==> config.mk <==
export PLATFORM = sky130hd
export DESIGN_NAME = usb_setup_request_responder
export DESIGN_NICKNAME = d
export VERILOG_FILES = /design/src/sv/usr_pkg.sv /design/src/sv/usr_decode.sv /design/src/sv/usb_setup_request_responder.sv
export SDC_FILE = /design/constraint.sdc
export NUM_CORES = 1
export LEC_CHECK = 0
export BUFFER_PORTS_ARGS = -buffer_cell sky130_fd_sc_hd__buf_2
export CAP_MARGIN = 20
export CORE_MARGIN = 2
export CORE_UTILIZATION = 30
export DETAILED_ROUTE_END_ITERATION = 10
export MAX_ROUTING_LAYER = met4
export PLACE_DENSITY_LB_ADDON = 0.08
export RECOVER_POWER = 50
export SYNTH_ARGS = -nofsm -noshare
export SYNTH_HDL_FRONTEND = slang
export SYNTH_SLANG_ARGS = --single-unit
==> constraint.sdc <==
create_clock -name clk_i -period 3.6 [get_ports clk_i]
set_input_delay 0.72 -clock clk_i [delete_from_list [all_inputs] [get_ports clk_i]]
set_output_delay 0.72 -clock clk_i [all_outputs]
set_load 0.05 [all_outputs]
==> src/sv/usr_pkg.sv <==
`timescale 1ns / 1ps
`default_nettype none
// ----------------------------------------------------------------------------
// usr_pkg: shared types and constants of the setup request responder
// Request and reply records, request codes, descriptor types, reply sources
// and the string descriptor length table.
// ----------------------------------------------------------------------------
package usr_pkg;

  // String descriptor limits
  localparam int STRING_COUNT_MAX    = 5;
  localparam int STRING_BUFFER_BYTES = 128;
  localparam int StringsHeld         = 5;
  localparam int StrCount = (STRING_COUNT_MAX < StringsHeld) ? STRING_COUNT_MAX : StringsHeld;
  // Character count cap; a capped string descriptor stays within the string buffer
  localparam logic [7:0] StrCharLim = 8'((STRING_BUFFER_BYTES - 3) / 2);

  // Register reset value
  localparam logic [7:0] VendorCodeReset = 8'h01;

  // Event kinds
  localparam logic EvSetup    = 1'b0;
  localparam logic EvBusReset = 1'b1;

  // bmRequestType type field
  localparam logic [7:0] TypeMask     = 8'h60;
  localparam logic [7:0] TypeStandard = 8'h00;
  localparam logic [7:0] TypeVendor   = 8'h40;

  // Vendor OS descriptor request
  localparam logic [15:0] OsVendorIndex = 16'h0007;
  localparam logic [7:0]  OsVendorLen   = 8'd178;

  // Standard request codes
  localparam logic [7:0] ReqGetStatus     = 8'h00;
  localparam logic [7:0] ReqClearFeature  = 8'h01;
  localparam logic [7:0] ReqSetFeature    = 8'h03;
  localparam logic [7:0] ReqSetAddress    = 8'h05;
  localparam logic [7:0] ReqGetDescriptor = 8'h06;
  localparam logic [7:0] ReqGetConfig     = 8'h08;
  localparam logic [7:0] ReqSetConfig     = 8'h09;
  localparam logic [7:0] ReqGetInterface  = 8'h0A;
  localparam logic [7:0] ReqSetInterface  = 8'h0B;

  // Descriptor types
  localparam logic [7:0] DescDevice = 8'h01;
  localparam logic [7:0] DescConfig = 8'h02;
  localparam logic [7:0] DescString = 8'h03;
  localparam logic [7:0] DescBos    = 8'h0F;

  // Reply lengths
  localparam logic [7:0] LenDevice  = 8'd18;
  localparam logic [7:0] LenConfig  = 8'd32;
  localparam logic [7:0] LenBos     = 8'd33;
  localparam logic [7:0] LenLangId  = 8'd4;
  localparam logic [7:0] LenCfgByte = 8'd1;
  localparam logic [7:0] LenZeros   = 8'd2;

  typedef enum logic [2:0] {
    SrcNone    = 3'd0,
    SrcDevice  = 3'd1,
    SrcConfig  = 3'd2,
    SrcBos     = 3'd3,
    SrcOsVend  = 3'd4,
    SrcString  = 3'd5,
    SrcCfgByte = 3'd6,
    SrcZeros   = 3'd7
  } src_e;

  typedef struct packed {
    logic        event_kind;
    logic [7:0]  request_type;
    logic [7:0]  request_code;
    logic [15:0] request_value;
    logic [15:0] request_index;
  } req_t;

  typedef struct packed {
    logic       accepted;
    src_e       reply_source;
    logic [2:0] string_number;
    logic [7:0] reply_length;
    logic       address_set;
    logic [6:0] new_address;
    logic       configured;
    logic [7:0] config_byte;
  } reply_t;

  // Character count of each held string; the language list has none
  function automatic logic [7:0] str_chars(input logic [2:0] idx);
    logic [7:0] chars;
    case (idx)
      3'd1:    chars = 8'd11;
      3'd2:    chars = 8'd24;
      3'd3:    chars = 8'd9;
      3'd4:    chars = 8'd13;
      default: chars = 8'd0;
    endcase
    return chars;
  endfunction

  // Byte length of a string descriptor, zero when the index is not held
  function automatic logic [7:0] string_length(input logic [7:0] idx);
    logic [7:0] chars;
    logic [7:0] n;
    logic [7:0] len;
    chars = str_chars(idx[2:0]);
    n     = (chars < StrCharLim) ? chars : StrCharLim;
    if (idx == 8'd0) begin
      len = LenLangId;
    end else if (idx >= 8'(StrCount)) begin
      len = 8'd0;
    end else begin
      len = 8'd2 + {n[6:0], 1'b0};
    end
    return len;
  endfunction

endpackage
`default_nettype wire

==> src/sv/usr_decode.sv <==
`timescale 1ns / 1ps
`default_nettype none
// ----------------------------------------------------------------------------
// usr_decode: setup request decoder
// Turns one registered request into its reply and the next configuration
// value. Purely combinational.
// ----------------------------------------------------------------------------
module usr_decode (
  input  usr_pkg::req_t   req_i,
  input  logic [7:0]      vendor_code_i,
  input  logic [7:0]      cur_config_i,
  output usr_pkg::reply_t reply_o,
  output logic [7:0]      next_config_o
);

  logic [7:0] req_class;
  logic [7:0] dtype;
  logic [7:0] didx;
  logic [7:0] str_len;
  logic [7:0] cfg_next;

  assign req_class = req_i.request_type & usr_pkg::TypeMask;
  assign dtype     = req_i.request_value[15:8];
  assign didx      = req_i.request_value[7:0];
  assign str_len   = usr_pkg::string_length(didx);

  always_comb begin
    cfg_next              = cur_config_i;
    reply_o               = '0;
    reply_o.reply_source  = usr_pkg::SrcNone;
    if (req_i.event_kind == usr_pkg::EvBusReset) begin
      cfg_next = 8'd0;
    end else if (req_class == usr_pkg::TypeVendor && req_i.request_code == vendor_code_i &&
                 req_i.request_index == usr_pkg::OsVendorIndex) begin
      reply_o.accepted     = 1'b1;
      reply_o.reply_source = usr_pkg::SrcOsVend;
      reply_o.reply_length = usr_pkg::OsVendorLen;
    end else if (req_class == usr_pkg::TypeStandard) begin
      case (req_i.request_code)
        usr_pkg::ReqGetDescriptor: begin
          if (dtype == usr_pkg::DescDevice) begin
            reply_o.accepted     = 1'b1;
            reply_o.reply_source = usr_pkg::SrcDevice;
            reply_o.reply_length = usr_pkg::LenDevice;
          end else if (dtype == usr_pkg::DescConfig) begin
            reply_o.accepted     = 1'b1;
            reply_o.reply_source = usr_pkg::SrcConfig;
            reply_o.reply_length = usr_pkg::LenConfig;
          end else if (dtype == usr_pkg::DescBos) begin
            reply_o.accepted     = 1'b1;
            reply_o.reply_source = usr_pkg::SrcBos;
            reply_o.reply_length = usr_pkg::LenBos;
          end else if (dtype == usr_pkg::DescString && str_len != 8'd0) begin
            reply_o.accepted      = 1'b1;
            reply_o.reply_source  = usr_pkg::SrcString;
            reply_o.string_number = didx[2:0];
            reply_o.reply_length  = str_len;
          end
        end
        usr_pkg::ReqSetAddress: begin
          reply_o.accepted    = 1'b1;
          reply_o.address_set = 1'b1;
          reply_o.new_address = req_i.request_value[6:0];
        end
        usr_pkg::ReqSetConfig: begin
          reply_o.accepted = 1'b1;
          cfg_next         = req_i.request_value[7:0];
        end
        usr_pkg::ReqGetConfig: begin
          reply_o.accepted     = 1'b1;
          reply_o.reply_source = usr_pkg::SrcCfgByte;
          reply_o.reply_length = usr_pkg::LenCfgByte;
        end
        usr_pkg::ReqGetStatus, usr_pkg::ReqGetInterface: begin
          reply_o.accepted     = 1'b1;
          reply_o.reply_source = usr_pkg::SrcZeros;
          reply_o.reply_length = usr_pkg::LenZeros;
        end
        usr_pkg::ReqClearFeature, usr_pkg::ReqSetFeature, usr_pkg::ReqSetInterface: begin
          reply_o.accepted = 1'b1;
        end
        default: begin
          reply_o.accepted = 1'b0;
        end
      endcase
    end
    // Report the configuration as it stands after this event
    reply_o.config_byte = cfg_next;
    reply_o.configured  = (cfg_next != 8'd0);
  end

  assign next_config_o = cfg_next;

endmodule
`default_nettype wire

==> src/sv/usb_setup_request_responder.sv <==
`timescale 1ns / 1ps
`default_nettype none
// ----------------------------------------------------------------------------
// usb_setup_request_responder: USB control setup request responder
// Decodes setup requests and bus-reset events into accept/stall replies with
// the reply data source and length, and tracks the selected configuration.
// ----------------------------------------------------------------------------
//
//  channel  direction  handshake                payload
//  -------  ---------  -----------------------  ----------------------------------
//  cfg      in         cfg_valid_i/cfg_ready_o  cfg_wdata_i (vendor request code)
//  in       in         in_valid_i/in_stall_o    event_kind, request_type/code/value/index
//  out      out        out_valid_o/out_stall_i  accepted ... config_byte
//
// One transfer per cycle sustained while the output is not stalled. A request
// passes from the input register through decode into the result register,
// and its reply is then valid at the output.
// The configuration value updates as a request moves into the result register,
// so replies see it in request order.
// Reset clears both valid flags and the configuration value, and sets the
// vendor request code to 1.
// A stall at the output holds the result; one more request waits in the input
// register, and only then is the input stalled.
// ----------------------------------------------------------------------------
module usb_setup_request_responder (
  input  logic        clk_i,
  input  logic        rst_ni,
  // configuration write
  input  logic        cfg_valid_i,
  output logic        cfg_ready_o,
  input  logic [7:0]  cfg_wdata_i,
  // request input
  input  logic        in_valid_i,
  output logic        in_stall_o,
  input  logic        event_kind_i,
  input  logic [7:0]  request_type_i,
  input  logic [7:0]  request_code_i,
  input  logic [15:0] request_value_i,
  input  logic [15:0] request_index_i,
  // reply output
  output logic        out_valid_o,
  input  logic        out_stall_i,
  output logic        accepted_o,
  output logic [2:0]  reply_source_o,
  output logic [2:0]  string_number_o,
  output logic [7:0]  reply_length_o,
  output logic        address_set_o,
  output logic [6:0]  new_address_o,
  output logic        configured_o,
  output logic [7:0]  config_byte_o
);

  logic            in_xfer;
  logic            out_xfer;
  logic            s2_free;
  logic            s1_adv;

  logic            s1_valid_q, s1_valid_d;
  usr_pkg::req_t   s1_req_q;
  logic            s2_valid_q, s2_valid_d;
  usr_pkg::reply_t s2_reply_q;

  logic [7:0]      vendor_code_q;
  logic [7:0]      cur_config_q;

  usr_pkg::reply_t dec_reply;
  logic [7:0]      dec_config;

  // Take register writes at any time; the user must send them only while idle, which the block does not enforce
  assign cfg_ready_o = 1'b1;

  // Advance the input register whenever the result register is free or drains
  assign out_xfer   = s2_valid_q && !out_stall_i;
  assign s2_free    = !s2_valid_q || !out_stall_i;
  assign s1_adv     = s1_valid_q && s2_free;
  assign in_stall_o = s1_valid_q && !s2_free;
  assign in_xfer    = in_valid_i && !in_stall_o;

  always_comb begin
    s1_valid_d = s1_valid_q;
    if (in_xfer) begin
      s1_valid_d = 1'b1;
    end else if (s1_adv) begin
      s1_valid_d = 1'b0;
    end
  end

  always_comb begin
    s2_valid_d = s2_valid_q;
    if (s1_adv) begin
      s2_valid_d = 1'b1;
    end else if (out_xfer) begin
      s2_valid_d = 1'b0;
    end
  end

  usr_decode u_decode (
    .req_i         (s1_req_q),
    .vendor_code_i (vendor_code_q),
    .cur_config_i  (cur_config_q),
    .reply_o       (dec_reply),
    .next_config_o (dec_config)
  );

  // Control state and the configuration value
  always_ff @(posedge clk_i or negedge rst_ni) begin
    if (!rst_ni) begin
      s1_valid_q    <= 1'b0;
      s2_valid_q    <= 1'b0;
      vendor_code_q <= usr_pkg::VendorCodeReset;
      cur_config_q  <= 8'd0;
    end else begin
      s1_valid_q <= s1_valid_d;
      s2_valid_q <= s2_valid_d;
      if (cfg_valid_i && cfg_ready_o) begin
        vendor_code_q <= cfg_wdata_i;
      end
      // Commit the configuration only when the request leaves decode
      if (s1_adv) begin
        cur_config_q <= dec_config;
      end
    end
  end

  // Payload registers: capture on transfer, hold otherwise
  always_ff @(posedge clk_i) begin
    if (in_xfer) begin
      s1_req_q.event_kind    <= event_kind_i;
      s1_req_q.request_type  <= request_type_i;
      s1_req_q.request_code  <= request_code_i;
      s1_req_q.request_value <= request_value_i;
      s1_req_q.request_index <= request_index_i;
    end
    if (s1_adv) begin
      s2_reply_q <= dec_reply;
    end
  end

  assign out_valid_o     = s2_valid_q;
  assign accepted_o      = s2_reply_q.accepted;
  assign reply_source_o  = s2_reply_q.reply_source;
  assign string_number_o = s2_reply_q.string_number;
  assign reply_length_o  = s2_reply_q.reply_length;
  assign address_set_o   = s2_reply_q.address_set;
  assign new_address_o   = s2_reply_q.new_address;
  assign configured_o    = s2_reply_q.configured;
  assign config_byte_o   = s2_reply_q.config_byte;

endmodule
`default_nettype wire
== Word-level counts from Yosys, hierarchy flattened ==
Cells that the tools add are included.

* Input bits: 62
* Word-level logic and storage cells: 99
* Register bits after elaboration: 98
* Output and inout bits: 35

* Magnitude comparators: 2
* Bitwise operators: 4
* Eq/ne operators: 19
* Mux-type cells: 30
* Reduce and logical (&&, ||, !) cells: 24
* $add $sub $neg: 1

{| class="wikitable"
|+ Operator list
! operator !! number
|-
| $mux 8 || 11
|-
| $eq 8x4->1 const B || 5
|-
| $eq 8x2->1 const B || 3
|-
| $logic_not 8->1 || 3
|-
| $pmux 8 s3 || 1
|-
| $mux 23 || 1
|-
| $pmux 5 s4 || 1
|-
| $eq 16x3->1 const B || 1
|-
| $eq 8x1->1 const B || 2
|-
| $eq 8x3->1 const B || 2
|-
| $mux 4 || 4
|-
| $reduce_bool 8->1 || 2
|-
| $reduce_or 8->1 || 2
|-
| $mux 15 || 1
|-
| $mux 3 || 4
|-
| $pmux 3 s3 || 1
|-
| $add 2x8->8 const A || 1
|-
| $eq 8x8->1 || 1
|-
| $ge 8x3->1 const B || 1
|-
| $logic_and 1x1->1 || 7
|-
| $eq 3x2->1 const B || 2
|-
| $lt 5x6->1 const B || 1
|-
| $mux 6 || 1
|-
| $logic_not 1->1 || 4
|-
| 11 further kinds || 18
|}

== Depth between registers and ports, before layout ==
* Depth after elaboration: 16
* Depth in mapped cells: 10
* Gate-level depth less buffers: 9

== By module ==
From an unflattened synthesis, not the netlist that was laid out.

* Cells, all modules: 265
* Area total of the unflattened synthesis: 4,110.2 um^2

{| class="wikitable"
|+ By module, submodules not included
! module !! sequential area each (um^2) !! cells an instance !! instances !! area an instance (um^2)
|-
| usb_setup_request_responder || 2,884.0 || 124 || 1 || 3,129.3
|-
| usr_decode || 0.0 || 141 || 1 || 980.9
|}

== Least setup slack after synthesis ==
No wires, ideal clock.

* Path kind: input to register
* Start point: in out_stall_i
* End point: reg cur_config_q[7]
* Buffers on the path: 1
* Arrival time: 2.338 ns
* Stages: 7
* Path slack: 1.180 ns
* Setup time: 0.083 ns
* Required time: 3.517 ns
* Path through: nand2_1 > nand2_1 > inv_1 > and4_1 > clkbuf_1 > a22oi_1 > o21ai_0

* Longest elaborated chain between the ends: 3

{| class="wikitable"
|+ RTL lines
! element !! RTL line !! text
|-
| start, declared || usb_setup_request_responder.sv:42 || <nowiki>input logic out_stall_i,</nowiki>
|-
| $logic_not 1->1 || usb_setup_request_responder.sv:74 || <nowiki>assign s2_free = !s2_valid_q || !out_stall_i;</nowiki>
|-
| $logic_or 1x1->1 || usb_setup_request_responder.sv:74 ||
|-
| $logic_and 1x1->1 || usb_setup_request_responder.sv:75 || <nowiki>assign s1_adv = s1_valid_q && s2_free;</nowiki>
|-
| named net s1_adv || usb_setup_request_responder.sv:56 || <nowiki>logic s1_adv;</nowiki>
|-
| end signal, assigned || usb_setup_request_responder.sv:120 || <nowiki>cur_config_q <= dec_config;</nowiki>
|-
| end, declared || usb_setup_request_responder.sv:64 || <nowiki>logic [7:0] cur_config_q;</nowiki>
|}

The timed path passes the listed nets, and every way through them passes these cells.
A chain may end at the register's enable or synchronous reset.

==> metrics.cfg <==
[outcome]
outcome = finished, final reports clean

[synthesis]
ys_ff_latch = 93
synthCells = 280
synthTopCellsByCount = 75 x edfxtp_1, 29 x nand2_1, 17 x dfrtp_1, 12 x and2_1, 12 x o21ai_0
ys_warn_count = 0
yosys.area_share.adder_pct = 0.649
synth_top_family_by_area = simple AND/OR/NAND/NOR gates
synth-simple-area-share_pct = 15.4
ys_top_cells_by_area = edfxtp_1 58%, dfrtp_1 11%, nand2_1 2.8%
synth_compound_area_share_pct = 7.24
syn_nets = 344
synth_xor_xnor_area_share_pct = 1.82
ys_types = 52
synth-edff-count = 75
yosysSeqAreaShare_pct = 70.2
async_flop_share_pct = 19.4
avgSynthCellArea_um2 = 13.8
synthMuxAreaShare_pct = 2.60
synth.largest_area_cell = edfxtp_1
post-synth-top-count-cell = edfxtp_1
ys.flop_type = edfxtp_1
synth_top_cell_area_share_pct = 58.4
syn_area_mm2 = 0.00385

[critical_path]
criticalPathCategory = register to register
crit_required_ps = 3670
critPathLaunchType = register
crit_arrival_ps = 2490
end_kind = register
crit_fanout = 17

[placed_design]
detailed_place_hpwl_mm = 5.76
io_buffers = 89
globalplace.congestion = 0.772

[global_routing]
grt_pass1_wl_mm = 13.1
antenna_found_initial = 1
grt_max_degree = 44
grt_pass1_vias = 2500
grt_util_met2_pct = 18.9
met3_usage_pct = 3.89
grt_use_met1_pct = 16.4
grt_overflow = 0
grt-busiest-layer = met2
groute.usage.overall_pct = 12.9

[floorplanning]
chipWidth_um = 117
num_rows = 41
dieArea_mm2 = 0.0138
start_util_pct = 30.7
core_area_mm2 = 0.0126
die_h_um = 117
io_pins = 97

[clocking]
clock-sinks = 93
cts_made_buffers = 9
clock_tree.buffer_depth = 2
cts_resized = 0
cts_root_buffer = clkbuf_16
hold_buffers = 0
htreeDepth = 3
cts_tree = done
clk_latency_ps = 350
clkTransAtPathRegs_ps = 70
post_cts_buffers = 0

[sta]
layout_min_cycle_time_ps = 2420
tightest_slew_ps = 1070
finalCritPeriodShare_pct = 67.2
hold_viol = 0
setup_viol = 0
rsz0062_at_grt = no
fmax_ghz = 0.413
final-max-slew-violation-count = 0
skew_ps = 6.47
relSlewSlack_pct = 28.5
tns_ps = 0

[finish]
postLayoutCoreUtil_pct = 37.7
multi_input_area_mm2 = 0.00108
area_delta_synth_final_pct = 23.1
regArea_mm2 = 0.00270
layout.nets = 432
fill_cells = 1246
drive_gt1_share_pct = 24.1

[pwr]
power_density_mw_per_mm2 = 560
p_total_mw = 2.66
p_leak_nw = 1.74
vdd_drop_max_uv = 236

[routing]
drtIter0Drc = 134
dr.pass1.iters = 4
vias = 2465
routedWlPerCell_um = 15.0
drc = 0
ant_nets = 0
viasPerCell = 4.51
wirelength_mm = 8.21

[job]
drv_cap = 0

[worst_hold_path]
hold_path.class = register to register

==> per-stage QoR <==
stage               setup slack [ps]  instance area [um^2]  cells  hold slack (ps)
floorplan                       1180                  3850    280              424
global placement                1100                  4470    529              477
detailed placement              1030                  4470    529              476
CTS                             1210                  4780    545              313
global route                     993                  4740    546              524
finish                          1180                  4740    546              490
==> worst max-delay path, stage by stage, from the launching register on <==
cell and delay [ps]:
edfxtp_1 420, nor4_1 590, nand3_1 640, nor4_1 430, nor3_1 70
==> area by class of cell <==
class                   count  area share (%)
well taps                 172            4.54
clock buffers               9            4.75
multi-input cells         169            22.7
inverters                   5           0.396
clock inverters             7            1.90
repair buffers             90            8.63
flip-flops and latches     93            57.0
diodes                      1          0.0528
==> sequential cells by signal (all words and copies together), names as in the netlist <==
signal / count
s1_req_q: 43
config_byte_o: 8
cur_config_q: 8
reply_length_o: 8
vendor_code_q: 8
new_address_o: 7
reply_source_o: 3
string_number_o: 3
accepted_o: 1
address_set_o: 1
configured_o: 1
out_valid_o: 1
s1_valid_q: 1
==> power breakdown <==
| group | switching (mW) | internal, mW |
|---|---|---|
| Sequential | 0.0679 | 1.27 |
| Clock | 0.401 | 0.604 |
| Combinational | 0.211 | 0.100 |
| Total | 0.680 | 1.98 |
==> layout by cell type (no fill, tap or decap), types with 7 or more instances in the layout <==
master     count
nand2_1       29
nand3_1        7
nor4_1         8
buf_2         54
xnor2_1        8
mux2_2         8
dfrtp_1       17
edfxtp_1      75
nor2_1         8
a21oi_1       10
clkbuf_16      9
and2_1        11
a22oi_1        8
o21ai_0       12
clkbuf_1      35
==> layer usage <==
metal,vias up,part of all wire (%)
met4,0,2.2
met1,1151,47
met2,72,45
met3,13,5.9
met5,-,0
li1,1229,-
==> path summary, 6_finish.rpt <==
check | cells past startpoint | end | slack (ps) | from
worst max-delay path | 4 | configured_o | 1180 | s1_req_q[39]
worst min-delay path | 1 | out_valid_o | 490 | s1_valid_q
worst max register to register | 4 | configured_o | 1180 | s1_req_q[39]
worst min register to register | 1 | out_valid_o | 490 | s1_valid_q
max in group asynchronous | 1 | cur_config_q[4] | 2410 | rst_ni
min in group asynchronous | 1 | vendor_code_q[7] | 550 | rst_ni
==> kinds of logic after synthesis <==
logic type / after synthesis
DFF: 93
buffers and inverters: 18
muxes: 9
adders and majority gates: 2
AOI/OAI and AO/OA: 44
and+or+nand+nor: 104
other: 2
xor gates and xnor gates: 8
No activity file was read; power rests on OpenSTA's default activity.
